$ cat src/design/hpfa_pkg.sv
// ----------------------------------------------------------------------------
// hpfa_pkg: shared types for the binary16 adder
// Carries the per-stage payload structs and a few format constants.
// ----------------------------------------------------------------------------
package hpfa_pkg;

    localparam logic [15:0] DEFAULT_NAN = 16'hFE00;
    localparam logic [15:0] POS_INF = 16'h7C00;

    typedef struct packed {
        logic        special;   // result already decided (NaN / infinity)
        logic [15:0] special_val;
        logic        a_neg;
        logic        b_neg;
        logic [41:0] a_mag;     // magnitude in units of 2^-24
        logic [41:0] b_mag;
        logic        last;
    } hpfa_s1_t;

    typedef struct packed {
        logic        special;
        logic [15:0] special_val;
        logic        neg;       // sign of the sum
        logic        both_neg;
        logic [42:0] mag;       // magnitude of the exact sum
        logic        last;
    } hpfa_s2_t;

    typedef struct packed {
        logic        special;
        logic [15:0] special_val;
        logic        neg;
        logic        both_neg;
        logic [42:0] mag;
        logic [5:0]  msb;       // position of the leading one, 10 when below bit 11
        logic        last;
    } hpfa_s3_t;

endpackage

$ cat src/design/hpfa_round.sv
// ----------------------------------------------------------------------------
// hpfa_round: rounding stage
// Round an exact magnitude to binary16 with ties to even and pack sign.
// ----------------------------------------------------------------------------
module hpfa_round (
    input  hpfa_pkg::hpfa_s3_t s3,
    output logic [15:0]        result
);
    import hpfa_pkg::*;

    logic [5:0]  shift;
    logic [42:0] q;
    logic [42:0] rem;
    logic [42:0] half;
    logic [42:0] q_rnd;
    logic [15:0] bits;
    logic [16:0] packed_sum;

    always_comb begin
        shift = s3.msb - 6'd10;
        q     = s3.mag >> shift;
        rem   = s3.mag & ((43'd1 << shift) - 43'd1);
        half  = (43'd1 << shift) >> 1;
        q_rnd = q;
        if (rem > half || (rem == half && q[0])) begin
            q_rnd = q + 43'd1;
        end
        // mantissa incl. hidden bit adds to exponent field (shift<<10)+q
        packed_sum = ({11'd0, shift} << 10) + {6'd0, q_rnd[10:0]}
                     + {5'd0, q_rnd[11], 11'd0};
        if (s3.mag < 43'd2048) begin
            bits = s3.mag[15:0];
        end else if (packed_sum >= 17'h7C00) begin
            bits = POS_INF;
        end else begin
            bits = packed_sum[15:0];
        end
        if (s3.special) begin
            result = s3.special_val;
        end else if (s3.mag == 43'd0) begin
            result = {s3.both_neg, 15'd0};
        end else begin
            result = {s3.neg, bits[14:0]};
        end
    end

endmodule

$ cat src/design/half_precision_float_adder.sv
// ----------------------------------------------------------------------------
// half_precision_float_adder: streaming IEEE 754 binary16 adder
// Four-stage pipeline: decode, exact add, leading-one search, round.
// ----------------------------------------------------------------------------
// Each input beat carries two binary16 values; each output beat carries their
// correctly rounded sum (nearest, ties to even), subnormals kept. NaN inputs
// come out quieted with the first NaN winning; opposite infinities give
// 0xFE00. A beat enters every cycle while the output is not held, and passes
// through four register stages, the first loaded at acceptance, to m_tvalid.
// The pipeline advances whenever its output stage is empty or being drained,
// so throughput is one beat per cycle; a held output beat freezes every stage
// and drops s_tready in the same cycle. tlast rides along with each beat
// unchanged.
module half_precision_float_adder (
    input  logic        aclk,
    input  logic        aresetn,
    input  logic        s_tvalid,
    output logic        s_tready,
    input  logic [31:0] s_tdata,   // [15:0] a_half, [31:16] b_half
    input  logic        s_tlast,   // last_element
    output logic        m_tvalid,
    input  logic        m_tready,
    output logic [15:0] m_tdata,   // [15:0] sum_half
    output logic        m_tlast    // last_out
);
    import hpfa_pkg::*;

    logic       v1_reg, v2_reg, v3_reg, v4_reg;
    hpfa_s1_t   s1_reg, s1_next;
    hpfa_s2_t   s2_reg, s2_next;
    hpfa_s3_t   s3_reg, s3_next;
    logic [15:0] out_reg, out_next;
    logic       last4_reg;
    logic       adv;

    // Advance the whole pipe when the output slot is free or being taken.
    assign adv      = !v4_reg || m_tready;
    assign s_tready = adv;

    function automatic logic [41:0] mag_of(input logic [15:0] h);
        logic [41:0] m;
        begin
            if (h[14:10] == 5'd0) begin
                m = {32'd0, h[9:0]};
            end else begin
                m = {31'd0, 1'b1, h[9:0]} << (h[14:10] - 5'd1);
            end
            return m;
        end
    endfunction

    // Stage 1: decode specials and scale to integers.
    always_comb begin
        logic [15:0] a, b;
        logic a_nan, b_nan, a_inf, b_inf;
        a = s_tdata[15:0];
        b = s_tdata[31:16];
        a_nan = (a[14:10] == 5'h1F) && (a[9:0] != 10'd0);
        b_nan = (b[14:10] == 5'h1F) && (b[9:0] != 10'd0);
        a_inf = (a[14:0] == 15'h7C00);
        b_inf = (b[14:0] == 15'h7C00);
        s1_next.special = a_nan || b_nan || a_inf || b_inf;
        priority if (a_nan) begin
            s1_next.special_val = a | 16'h0200;
        end else if (b_nan) begin
            s1_next.special_val = b | 16'h0200;
        end else if (a_inf && b_inf && (a[15] != b[15])) begin
            s1_next.special_val = DEFAULT_NAN;
        end else if (a_inf) begin
            s1_next.special_val = a;
        end else begin
            s1_next.special_val = b;
        end
        s1_next.a_neg = a[15];
        s1_next.b_neg = b[15];
        s1_next.a_mag = mag_of(a);
        s1_next.b_mag = mag_of(b);
        s1_next.last  = s_tlast;
    end

    // Stage 2: exact signed add of magnitudes.
    always_comb begin
        logic [42:0] am, bm;
        am = {1'b0, s1_reg.a_mag};
        bm = {1'b0, s1_reg.b_mag};
        s2_next.special     = s1_reg.special;
        s2_next.special_val = s1_reg.special_val;
        s2_next.both_neg    = s1_reg.a_neg && s1_reg.b_neg;
        s2_next.last        = s1_reg.last;
        if (s1_reg.a_neg == s1_reg.b_neg) begin
            s2_next.mag = am + bm;
            s2_next.neg = s1_reg.a_neg;
        end else if (am >= bm) begin
            s2_next.mag = am - bm;
            s2_next.neg = s1_reg.a_neg;
        end else begin
            s2_next.mag = bm - am;
            s2_next.neg = s1_reg.b_neg;
        end
    end

    // Stage 3: leading-one position.
    always_comb begin
        s3_next.special     = s2_reg.special;
        s3_next.special_val = s2_reg.special_val;
        s3_next.neg         = s2_reg.neg;
        s3_next.both_neg    = s2_reg.both_neg;
        s3_next.mag         = s2_reg.mag;
        s3_next.last        = s2_reg.last;
        s3_next.msb         = 6'd10;
        for (int i = 11; i < 43; i++) begin
            if (s2_reg.mag[i]) begin
                s3_next.msb = 6'(i);
            end
        end
    end

    // Stage 4: round and pack.
    hpfa_round u_round (
        .s3     (s3_reg),
        .result (out_next)
    );

    always_ff @(posedge aclk) begin
        if (!aresetn) begin
            v1_reg <= 1'b0;
            v2_reg <= 1'b0;
            v3_reg <= 1'b0;
            v4_reg <= 1'b0;
        end else if (adv) begin
            v1_reg <= s_tvalid;
            v2_reg <= v1_reg;
            v3_reg <= v2_reg;
            v4_reg <= v3_reg;
        end
    end

    always_ff @(posedge aclk) begin
        if (adv) begin
            s1_reg    <= s1_next;
            s2_reg    <= s2_next;
            s3_reg    <= s3_next;
            out_reg   <= out_next;
            last4_reg <= s3_reg.last;
        end
    end

    assign m_tvalid = v4_reg;
    assign m_tdata  = out_reg;
    assign m_tlast  = last4_reg;

    // Hold the output beat while stalled.
    a_hold: assert property (@(posedge aclk) disable iff (!aresetn)
        m_tvalid && !m_tready |=> m_tvalid && $stable(m_tdata))
        else $error("output beat changed under stall");
    // Check that an empty output never stalls the pipe and that a stage-3 beat reaches the output.
    a_ready: assert property (@(posedge aclk) disable iff (!aresetn)
        !m_tvalid |-> s_tready)
        else $error("pipe stalled with empty output");
    a_flow: assert property (@(posedge aclk) disable iff (!aresetn)
        s_tready && v3_reg |=> m_tvalid)
        else $error("stage 3 beat lost");

endmodule

$ cat config.mk
export PLATFORM = sky130hd
export DESIGN_NAME = half_precision_float_adder
export DESIGN_NICKNAME = d
export VERILOG_FILES = /design/src/design/hpfa_pkg.sv /design/src/design/hpfa_round.sv /design/src/design/half_precision_float_adder.sv
export SDC_FILE = /design/constraint.sdc
export NUM_CORES = 1
export LEC_CHECK = 0
export ABC_AREA = 0
export BUFFER_PORTS_ARGS = -buffer_cell sky130_fd_sc_hd__buf_2
export CORE_ASPECT_RATIO = 1.1
export CORE_MARGIN = 10
export CORE_UTILIZATION = 40
export DETAILED_ROUTE_END_ITERATION = 10
export GPL_TIMING_DRIVEN = 1
export MAX_ROUTING_LAYER = met4
export PLACE_DENSITY_LB_ADDON = 0.3
export SETUP_SLACK_MARGIN = 0.5
export SYNTH_ARGS = -nofsm -noshare
export SYNTH_HDL_FRONTEND = slang
export SYNTH_HIERARCHICAL = 1
export SYNTH_SLANG_ARGS = --single-unit
$ cat constraint.sdc
create_clock -name aclk -period 13.41 [get_ports aclk]
set_input_delay 0.6705 -clock aclk [delete_from_list [all_inputs] [get_ports aclk]]
set_output_delay 0.6705 -clock aclk [all_outputs]
set_load 0.05 [all_outputs]
==> Word-level counts from Yosys, hierarchy flattened <==
Index checks and enable logic that the tools add are counted.
{ "word_totals": {"register_bits": 257, "inputBits": 37, "output_inout_bits": 19, "wordCells": 123} }
{ "classes": {"addsub": 10, "n_lt_le_gt_ge": 4, "n_eq_ne": 7, "shifts": 4, "mux": 46, "bitwise": 1, "reduce_logical": 20} }
{ "ops": {"columns": ["cell", "count"], "rows": [
  ["$mux W6", 20],
  ["$mux W16", 6],
  ["$mux W43", 2],
  ["$sub A42 B42 Y43", 2],
  ["$shl A11 B5 Y42", 2],
  ["$add A42 B42 Y43", 1],
  ["$and A43 B43 Y43", 1],
  ["$eq A43 B42 Y1", 1],
  ["$gt A43 B42 Y1", 1],
  ["$logic_not A43 Y1", 1],
  ["$lt A43 B12 Y1 const B", 1],
  ["$shl A1 B6 Y43 const A", 1],
  ["$shr A43 B6 Y12", 1],
  ["$sub A43 B1 Y43 const B", 1],
  ["$ge A42 B42 Y1", 1],
  ["$mux W4", 8],
  ["$eq A15 B15 Y1 const B", 2],
  ["$mux W15", 2],
  ["$mux W10", 2],
  ["$reduce_bool A10 Y1", 2],
  ["$add A16 B11 Y17", 1],
  ["$add A17 B12 Y17", 1],
  ["$ge A17 B15 Y1 const B", 1],
  ["$add A12 B1 Y12 const B", 1],
  ["other kinds (14)", 30]
]} }

==> Longest topological paths before layout <==
Gate-level depths: netlist (run 1).
{ "logic_depth": {"word_depth": 31, "mapped_depth": 45, "ltp_nobuf": 39} }

==> By module <==
Netlist (run 1), hierarchy kept.
{ "by_module_without_submodules": {"columns": ["module", "instances", "cells_each", "area_per_inst_um2"], "rows": [
  ["half_precision_float_adder", 1, 1836, 17538.1],
  ["hpfa_round", 1, 746, 5353.9]
]} }

==> Least setup slack after synthesis (run 1) <==
OpenSTA, ideal clock, no wires.
{ "synth_timing": {"kind": "input to register", "start": "input m_tready", "end": "register v4_reg (netlist: m_tvalid)", "setup_ns": 0.481, "t_arrival_ns": 8.802, "required_time_ns": 12.929, "path_slack_ns": 4.126, "stages": 3, "cell_sequence": "nand2b_1 clkbuf_1 a21boi_0"} }
{ "synth_via": {"elab_chain_len": 1} }
{ "synth_rtl": {"columns": ["element", "line_no", "rtl"], "rows": [
  ["from (decl)", "half_precision_float_adder.sv:22", "input logic m_tready,"],
  ["$logic_or A1 B1 Y1", "half_precision_float_adder.sv:37", "assign adv = !v4_reg || m_tready;"],
  ["via s_tready", "half_precision_float_adder.sv:18", "output logic s_tready,"],
  ["to (signal assigned)", "half_precision_float_adder.sv:134", "v4_reg <= v3_reg;"],
  ["to (decl)", "half_precision_float_adder.sv:28", "logic v1_reg, v2_reg, v3_reg, v4_reg;"]
]} }
The timed path passes the listed nets, and every way through them passes these cells.
A chain may end at the register's enable or synchronous reset.

==> Final worst setup path (run 1) <==
{ "layout_timing": {"start": "register s3_reg[2] in the netlist's numbering", "end": "register out_reg[2] (netlist: m_tdata[2]) (data pin)"} }
{ "layout_via": {"elab_chain_len": 15, "elab_cells_between_ends": 18, "cone_classes": "5 x add/sub; 2 x order compare; 1 x eq/ne; 2 x shift; 5 x mux; 1 x bitwise; 2 x reduce/logical"} }
{ "layout_rtl": {"columns": ["element", "line_no", "rtl"], "rows": [
  ["from (decl)", "half_precision_float_adder.sv:31", "hpfa_s3_t s3_reg, s3_next;"],
  ["from (signal assigned)", "half_precision_float_adder.sv:142", "s3_reg <= s3_next;"],
  ["$sub A6 B4 Y6 (*)", "hpfa_round.sv:20", "shift = s3.msb - 6'd10;"],
  ["parallel branches: the longest is 8 deep, another holds $sub A43 B1 Y43", null, null],
  ["$add A17 B12 Y17 (*)", "hpfa_round.sv:30", "+ {5'd0, q_rnd[11], 11'd0};"],
  ["$ge A17 B15 Y1", "hpfa_round.sv:33", "end else if (packed_sum >= 17'h7C00) begin"],
  ["$mux W15 (*)", "hpfa_round.sv:33", null],
  ["$mux W15 (*)", "hpfa_round.sv:31", "if (s3.mag < 43'd2048) begin"],
  ["$mux W16 (*)", "hpfa_round.sv:40", "end else if (s3.mag == 43'd0) begin"],
  ["$mux W16 (*)", "hpfa_round.sv:38", "if (s3.special) begin"],
  ["via out_next[2]", "half_precision_float_adder.sv:32", "logic [15:0] out_reg, out_next;"],
  ["to (signal assigned)", "half_precision_float_adder.sv:143", "out_reg <= out_next;"],
  ["to (decl)", "half_precision_float_adder.sv:32", null]
]} }
Mark *: on every way through the listed nets, which the timed path passes.

==> results.cfg, run 1 <==
[grt]
grt_pass1_wl_mm = 125
gr-total-overflow = 0
grt_max_degree = 75
antenna_found_initial = 0
grt_pass1_vias = 20100
track_usage_pct = 24.8

[timing]
setup_tns_ns = 0
max-slew-margin-rel_pct = 12.3
tightestPinTransition_ns = 1.28
finalCritPeriodShare_pct = 75.4
slew_viol_final = 0
period_minus_slack_ns = 10.11
fmax_mhz = 98.9
finalHoldViolCount = 0
rsz0062_at_grt = no
fin_skew_ns = 0.0249
setup-violations-final = 0

[drt]
ant_nets = 0
routed_wl_mm = 83.6
first_iter_violations = 2071
vias = 20500
remaining_drc_errors = 0
dr.pass1.iters = 6
wl_per_cell_microns = 25.2
vias_per_cell = 6.19

[layout]
antenna_cells = 0
largest_reg_flops = 104
instances_no_fill = 3317
final_layout_size_suffix_gt1_share_pct = 8.78
syn_to_final_growth_pct = 7.53
nets = 2773

[worst_setup_path]
rr_worst_depth = 39
crit_path_start_kind = flop
critPathCaptureType = flop
cp_max_fo = 24
crit_required_ns = 13.71
critPathMostFrequentCell = nor2_1
criticalPathCategory = flop to flop
crit_path_max_incr_delay_ns = 0.59
slowest_stage = ha_2
arrival_ns = 10.41

[synth]
ys_seq_area_share_pct = 33.5
ys_warn_count = 6
avgSynthCellArea_sq_um = 8.87
ys.flop_type = edfxtp_1
ys_types = 94
synth_top_area_share_pct = 33.2
syn_area_sq_um = 22900
async_reset_ff_share_pct = 0
synth_seq_cells = 257
synthCells = 2582
synth_edf_count = 253
syn_nets = 2803
synth_top_area_cell = edfxtp_1
yosys-top-cells-area = edfxtp_1, ha_1, a21oi_1

[clocking]
clock_path_buffers = 3
ctsRootBufferMaster = clkbuf_16
clk_pin_slew_worst_paths_ns = 0.07
cts_hold_buffers = 0
cts_buffers = 27
cts_setup_buffers = 0
cts_resized = 0
tritoncts = yes
cts_sinks = 257
cts_max_level = 1
clk_latency_ns = 0.56

[placed_design]
placedCellCount = 3267
gp_congestion = 1.02
io_buffer_count = 55
post-dp-hpwl_mm = 66.3

[hold_path]
hp-class = input port to flop
min_delay_path_depth = 1

[floorplanning]
start_util_pct = 40.6
die_x_microns = 248
rows = 91
die_y_microns = 271
core_area_sq_um = 56400
die_area_sq_um = 67200
num_io_pins = 56

[power]
powerDensity_nw_per_um2 = 227
ir_worst_vdd_mv = 0.0932
cellLeakagePower_nw = 9.81

[run_status]
status = finished clean

[flow_run]
cap_violations = 0
[Yosys cell counts (all sizes together) (8+ instances only)]
library cell  instances
nor2b                37
and3                 22
a2111oi               9
inv                 161
or3                  16
mux4                 41
and2                 35
nor4                 36
xor2                 22
o21bai               35
clkbuf               77
o311ai               16
ha                  180
edfxtp              253
o22ai                21
mux2                 27
nand2               276
a22oi                 8
a211o                 8
a21o                 35
nor2                243
mux2i                86
buf                  67
a21boi                9
nand2b               23
a21oi               217
nand4                46
a31oi                28
o221ai                9
o211ai               30
or2                   9
xnor2                53
a211oi               30
o21ai               172
nor3                 49
a221oi               21
o31ai                22
nand3                52
o21a                 15
[critical path: cells and delay by family (launching register included)]
family | cells | cell delay [ns]
xor gates and xnor gates | 3 | 0.43
adders and majority gates | 5 | 1.80
buffers and inverters | 3 | 0.80
DFF | 1 | 0.36
and+or+nand+nor | 14 | 3.08
AOI/OAI and AO/OA | 14 | 3.36
[cell families (layout without fill, tap and decap cells)]
logic type,after synthesis,in the layout,synth area share (%)
simple gates,868,868,17.9
compound gates,739,739,20.7
buf+inv,305,296,5.60
flops,257,257,33.5
fa+ha+maj,184,184,10.2
mux,154,154,9.14
xor+xnor,75,75,2.90
[metrics by stage]
step	power [mW]	hold slack (ns)	worst slack, ns	cell area, sq um	utilization (%)
4_1_cts	5.54	0.266	3.38	24600	43.7
2_1_floorplan	3.68	0.400	4.13	22900	-
6_report	5.59	0.285	3.30	24600	43.7
3_5_place_dp	4.74	0.405	3.40	23700	42.0
3_3_place_gp	4.73	0.401	3.65	23700	42.0
5_1_grt	5.92	0.274	2.55	24600	43.7
[cell type report]
type | instances | area, sq um
clock buffer | 33 | 698
clock inverter | 17 | 233
fill | 5593 | 31700
inverter | 161 | 604
multi-input combinational | 2020 | 14000
sequential | 257 | 7680
tap | 744 | 931
timing repair buffer | 85 | 500
[routing by layer]
metal  vias up  wire [microns]  track usage (%)
li1       9512               -                -
met4         0            4980             13.1
met5         -               0                -
met1      9988           32800             29.1
met3       213            4180             1.77
met2       804           41600             41.9
[cell usage in the layout, fill, tap and decap left out, types with 45 or more instances in the layout]
| master | instances |
|---|---|
| mux2i_1 | 86 |
| edfxtp_1 | 253 |
| a21oi_1 | 216 |
| nor3_1 | 48 |
| nand4_1 | 45 |
| xnor2_1 | 52 |
| buf_2 | 55 |
| nand3_1 | 52 |
| o21ai_0 | 160 |
| inv_1 | 160 |
| nand2_1 | 276 |
| ha_1 | 178 |
| nor2_1 | 242 |
[final timing paths]
check                                  end  slack, ns       start
worst max-delay path            m_tdata[2]       3.30   s3_reg[2]
worst min-delay path             s1_reg[0]       0.29     s_tlast
worst max register to register  m_tdata[2]       3.30   s3_reg[2]
worst min register to register  s3_reg[16]       0.41  s2_reg[10]
[power by group]
part / internal [mW] / switching (mW)
sequential: 1.15 / 0.264
clock: 0.471 / 0.313
combinational: 1.23 / 2.16
Note: power is estimated with default switching activity, not from simulation.
==> inputs of run 2 (changes only) <==
clock period = 8.62 ns   (was 13.41 ns; I/O delays follow)
==> run 2 against run 1 <==
Clock-buffer cell count is 5 higher. Via count is 2.0% higher. Largest cell class unchanged. Non-clock buffer count increased by 17. Register-to-register slack worse by 2.5 ns. Flip-flop and latch count is the same. Hold slack worse by 0.25 ns. First-iteration DRC count increased by 28%. Final cell count grew 0.51%. Largest power group unchanged. Critical path depth down 5. Global-route usage fell by 1.6 points. Clock skew grew 0.00084 ns.
==> results.cfg, run 2 (same netlist as run 1, synthesis figures left out) <==
[placed_design]
gp_congestion = 1.11
post-place-ws_ns = 0.524
io_buffer_count = 55
post-dp-hpwl_mm = 61.6

[layout]
antenna_cells = 0
postLayoutCoreUtil_pct = 44.0
final_common_cell = nand2_1
nets = 2790
layout_common_cells = nand2_1, edfxtp_1, nor2_1
largest_reg_flops = 104
final_layout_size_suffix_gt1_share_pct = 9.81
syn_to_final_growth_pct = 8.31

[clocking]
clk_pin_slew_worst_paths_ns = 0.06
cts_sinks = 257
ctsRootBufferMaster = clkbuf_16
clk_latency_ns = 0.58
clock_path_buffers = 3
tritoncts = yes
cts_hold_buffers = 0
cts_buffers = 27
cts_max_level = 1

[timing]
finalHoldViolCount = 0
fmax_mhz = 128
setup_slack_ns = 0.827
rsz0062_at_grt = no
finalCritPeriodShare_pct = 90.4
tightestPinTransition_ns = 1.25
fin_skew_ns = 0.0257
max-slew-margin-rel_pct = 14.2
setup-violations-final = 0
setup_tns_ns = 0
period_minus_slack_ns = 7.79
slew_viol_final = 0
hold_slack_ns = 0.0322

[grt]
grt_max_degree = 157
grt_pass1_vias = 19900
antenna_found_initial = 0
gr-total-overflow = 0
track_usage_pct = 23.2
grt_pass1_wl_mm = 119

[power]
switchingPower_mw = 4.30
ir_worst_vdd_mv = 0.215
pwr-share-seq_pct = 25.4
combinationalPowerShare_pct = 61.4
switching_share_pct = 49.0
powerDensity_nw_per_um2 = 354
p_clk_share_pct = 13.2
p_int_mw = 4.48
cellLeakagePower_nw = 9.89

[flow_run]
cap_violations = 0

[floorplanning]
rows = 91
core_area_sq_um = 56400
die_x_microns = 248
start_util_pct = 40.6
die_y_microns = 271
die_area_sq_um = 67200
num_io_pins = 56

[drt]
ant_nets = 0
vias_per_cell = 6.28
first_iter_violations = 2659
dr.pass1.iters = 6
routed_wl_mm = 79.2
wl_per_cell_microns = 23.8
remaining_drc_errors = 0
vias = 20900

[worst_setup_path]
reg2reg_slack_ns = 0.83
critPathCaptureType = flop
criticalPathCategory = flop to flop
rr_worst_depth = 34
crit_path_start_kind = flop
slowest_stage = nor3_1
crit_required_ns = 8.93
r2r-end = m_tdata[2]
worstReg2RegStart = s3_reg[3]
startpoint = s3_reg[3]
crit_path_max_incr_delay_ns = 0.76
cp_max_fo = 10
arrival_ns = 8.10
crit_end = m_tdata[2]

[run_status]
status = finished clean

[hold_path]
hp-class = input port to flop
min_delay_path_depth = 1
## run 2: cell count changes in the layout (fill, tap and decap cells not counted), moves of 3 or more
cell | before | now
buf_4 | 30 | 45
a221oi_1 | 20 | 17
a221oi_2 | 1 | 4
bufinv_16 | 5 | 2
clkbuf_8 | 0 | 3
nor2_1 | 242 | 239
## run 2: area by class of cell
type                    count  area (sq um)
clock buffers              38           747
well taps                 744           931
repair buffers            102           644
clock inverters            12           140
fillers                  5547         31600
flip-flops and latches    257          7680
inverters                 161           604
multi-input cells        2020         14000
## run 2: critical path: cells and delay by family (launching register included)
kind,cells,cell delay [ns]
AND/OR/NAND/NOR,11,2.75
AO/OA/AOI/OAI,11,2.18
adder cells (fa/ha/maj),4,1.04
XOR/XNOR,4,0.64
buffers and inverters,4,0.49
flip-flops,1,0.44
## run 2: power by group through the flow
stage	Clock, mW	Combinational (mW)	Sequential [mW]
2_1_floorplan	0	3.66	2.09
3_3_place_gp	0	5.00	2.22
3_5_place_dp	0	5.05	2.23
4_1_cts	1.19	5.09	2.20
5_1_grt	1.24	5.75	2.25
6_report	1.16	5.39	2.23
## run 2: how the worst min path moves through the flow
stage,startpoint,end
after global routing,s_tlast,s1_reg[0]
after floorplan,s3_reg[0],m_tlast
after CTS,s_tlast,s1_reg[0]
final,s_tlast,s1_reg[0]
after detailed placement,s1_reg[89],s2_reg[48]
after global placement,s1_reg[89],s2_reg[48]
## run 2: metrics by stage
step	area (sq um)	total power, mW	std cells
global placement	23800	7.22	3276
CTS	24700	8.47	3326
finish	24800	8.78	3334
global route	24800	9.23	3334
detailed placement	23800	7.28	3276
floorplan	22900	5.75	2582
## run 2: repair_timing
action | 4_1_cts | 5_1_grt
gates resized for setup | 0 | 14
buffers inserted | 0 | 8
endpoints found under the setup margin | 0 | 15
## run 2: routing by layer
metal	part of all wire, %	track usage (%)	up-vias	routed length, microns
li1	-	-	9527	-
met1	40	28.6	10000	31300
met2	47	37.2	1128	37400
met3	7.3	2.11	243	5810
met4	5.9	12.5	0	4670
met5	0	-	-	0
==> inputs of run 3 (changes only) <==
CORE_UTILIZATION = 59   (was 40)
==> run 3 against run 2 <==
The run now ends with DRC, capacitance limit, slew limit left. Fmax is essentially flat. Clock skew shrank 0.011 ns. Final cell count shrank 7.1%. Power grew 1.1%. Hold slack gained 0.030 ns. Worst setup slack gained 0.00084 ns. Global-route usage grew 10 points. Core utilization grew 20 points. Flip-flop and latch count is the same. Highest routed layer unchanged.
==> results.cfg, run 3 (same netlist as run 1, synthesis figures left out) <==
[placed_design]
post-place-ws_ns = 0.472
io_buffer_count = 55
post-dp-hpwl_mm = 62.9
gp_congestion = 1.11
place_area_sq_um = 23500

[hold_path]
hp-class = input port to flop
hp-start = s_tlast
min_delay_path_depth = 1
whs_endpoint = s1_reg[0]

[worst_setup_path]
worstReg2RegStart = s3_reg[3]
arrival_ns = 8.04
crit_required_ns = 8.86
crit_path_start_kind = flop
critPathCaptureType = flop
rr_worst_depth = 39
cp_top_family = compound AO/OA/AOI/OAI gates
criticalPathCategory = flop to flop
critPathMostFrequentCell = nand2_1
cp.depth = 39
crit_buf_inv = 3
r2r-end = m_tdata[10]
cp_max_fo = 8
slowest_stage = edfxtp_1
reg2reg_slack_ns = 0.83
crit_path_max_incr_delay_ns = 0.47

[power]
p_clk_share_pct = 12.6
pwr-share-seq_pct = 24.9
switching_share_pct = 49.9
combinationalPowerShare_pct = 62.5
cellLeakagePower_nw = 9.92
finalPower_mw = 8.88
p_int_mw = 4.45
ir_worst_vdd_mv = 0.428
switchingPower_mw = 4.44
powerDensity_nw_per_um2 = 363

[timing]
tightestPinTransition_ns = 1.47
slew_viol_final = 1
period_minus_slack_ns = 7.79
setup_tns_ns = 0
setup-violations-final = 0
finalCritPeriodShare_pct = 90.4
rsz0062_at_grt = no
max-slew-margin-rel_pct = -0.796
fin_skew_ns = 0.0152
fmax_mhz = 128
setup_slack_ns = 0.828
finalHoldViolCount = 0

[clocking]
cts_sinks = 257
cts_buffers = 27
clk_latency_ns = 0.56
clk_pin_slew_worst_paths_ns = 0.06
clock_path_buffers = 3
ctsRootBufferMaster = clkbuf_16
cts_hold_buffers = 0
cts_max_level = 1
tritoncts = yes

[drt]
routed_wl_mm = 81.4
ant_nets = 0
remaining_drc_errors = 1
vias_per_cell = 6.95
first_iter_violations = 2929
vias = 21500
wl_per_cell_microns = 26.3
dr.pass1.iters = 11

[layout]
syn_to_final_growth_pct = 6.99
layout_common_cells = nand2_1, edfxtp_1, nor2_1
final_common_cell = nand2_1
fillers = 3237
final_layout_size_suffix_gt1_share_pct = 10.1
postLayoutCoreUtil_pct = 64.0
design_area_sq_um = 24500
nets = 2796
largest_reg_flops = 104

[grt]
track_usage_pct = 33.6
gr-total-overflow = 0
grt_pass1_wl_mm = 120
grt_max_degree = 158
antenna_found_initial = 1
grt_pass1_vias = 20000

[run_status]
status = finished with violations
violations = DRC, capacitance limit, slew limit

[flow_run]
cap_violations = 1

[floorplanning]
num_io_pins = 56
die_y_microns = 227
core_area_sq_um = 38300
start_util_pct = 59.8
rows = 75
die_area_sq_um = 47100
die_x_microns = 208
run 3: per-layer routing:
layer	GRT usage [%]	vias to the layer above	part of all wire, %
li1	-	9558	-
met1	38.5	10300	37
met2	55.5	1378	48
met3	4.21	321	7.9
met4	21.5	0	7.5
met5	-	-	0
run 3: area by class of cell:
| class | count | area [sq um] | area share (%) |
|---|---|---|---|
| Antenna cell | 1 | 2.50 | 0.0102 |
| Sequential cell | 257 | 7680 | 31.3 |
| Clock buffer | 32 | 694 | 2.84 |
| Timing Repair Buffer | 108 | 686 | 2.80 |
| Clock inverter | 17 | 154 | 0.628 |
| Inverter | 161 | 604 | 2.47 |
| Multi-Input combinational cell | 2020 | 14000 | 57.4 |
| Tap cell | 500 | 626 | 2.55 |
run 3: how the worst max path moves through the flow:
stage,start,endpoint,slack (ns)
global route,s3_reg[3],m_tdata[10],0.40
finish,s3_reg[3],m_tdata[10],0.83
CTS,s3_reg[5],m_tdata[0],0.56
floorplan,s3_reg[2],m_tdata[7],0.52
global placement,s3_reg[5],m_tdata[2],0.77
detailed placement,s3_reg[5],m_tdata[0],0.47
run 3: timing repair:
action | in CTS | in global routing
pin swaps | 0 | 6
endpoints found under the setup margin | 6 | 15
buffers inserted | 0 | 7
endpoints found under the hold margin | 0 | 0
resized for setup | 1 | 12
run 3: power by group through the flow:
stage	Clock [mW]	Sequential, mW	Combinational, mW
final	1.12	2.21	5.56
after global placement	0	2.19	5.14
after detailed placement	0	2.21	5.21
after floorplan	0	2.09	3.66
after CTS	1.13	2.18	5.24
after global routing	1.17	2.23	5.86
run 3: metrics by stage:
step                hold WS (ns)  std cells
finish                    0.0624       3096
floorplan                  0.400       2582
global route              0.0720       3096
detailed placement         0.405       3039
global placement           0.401       3039
CTS                       0.0534       3088
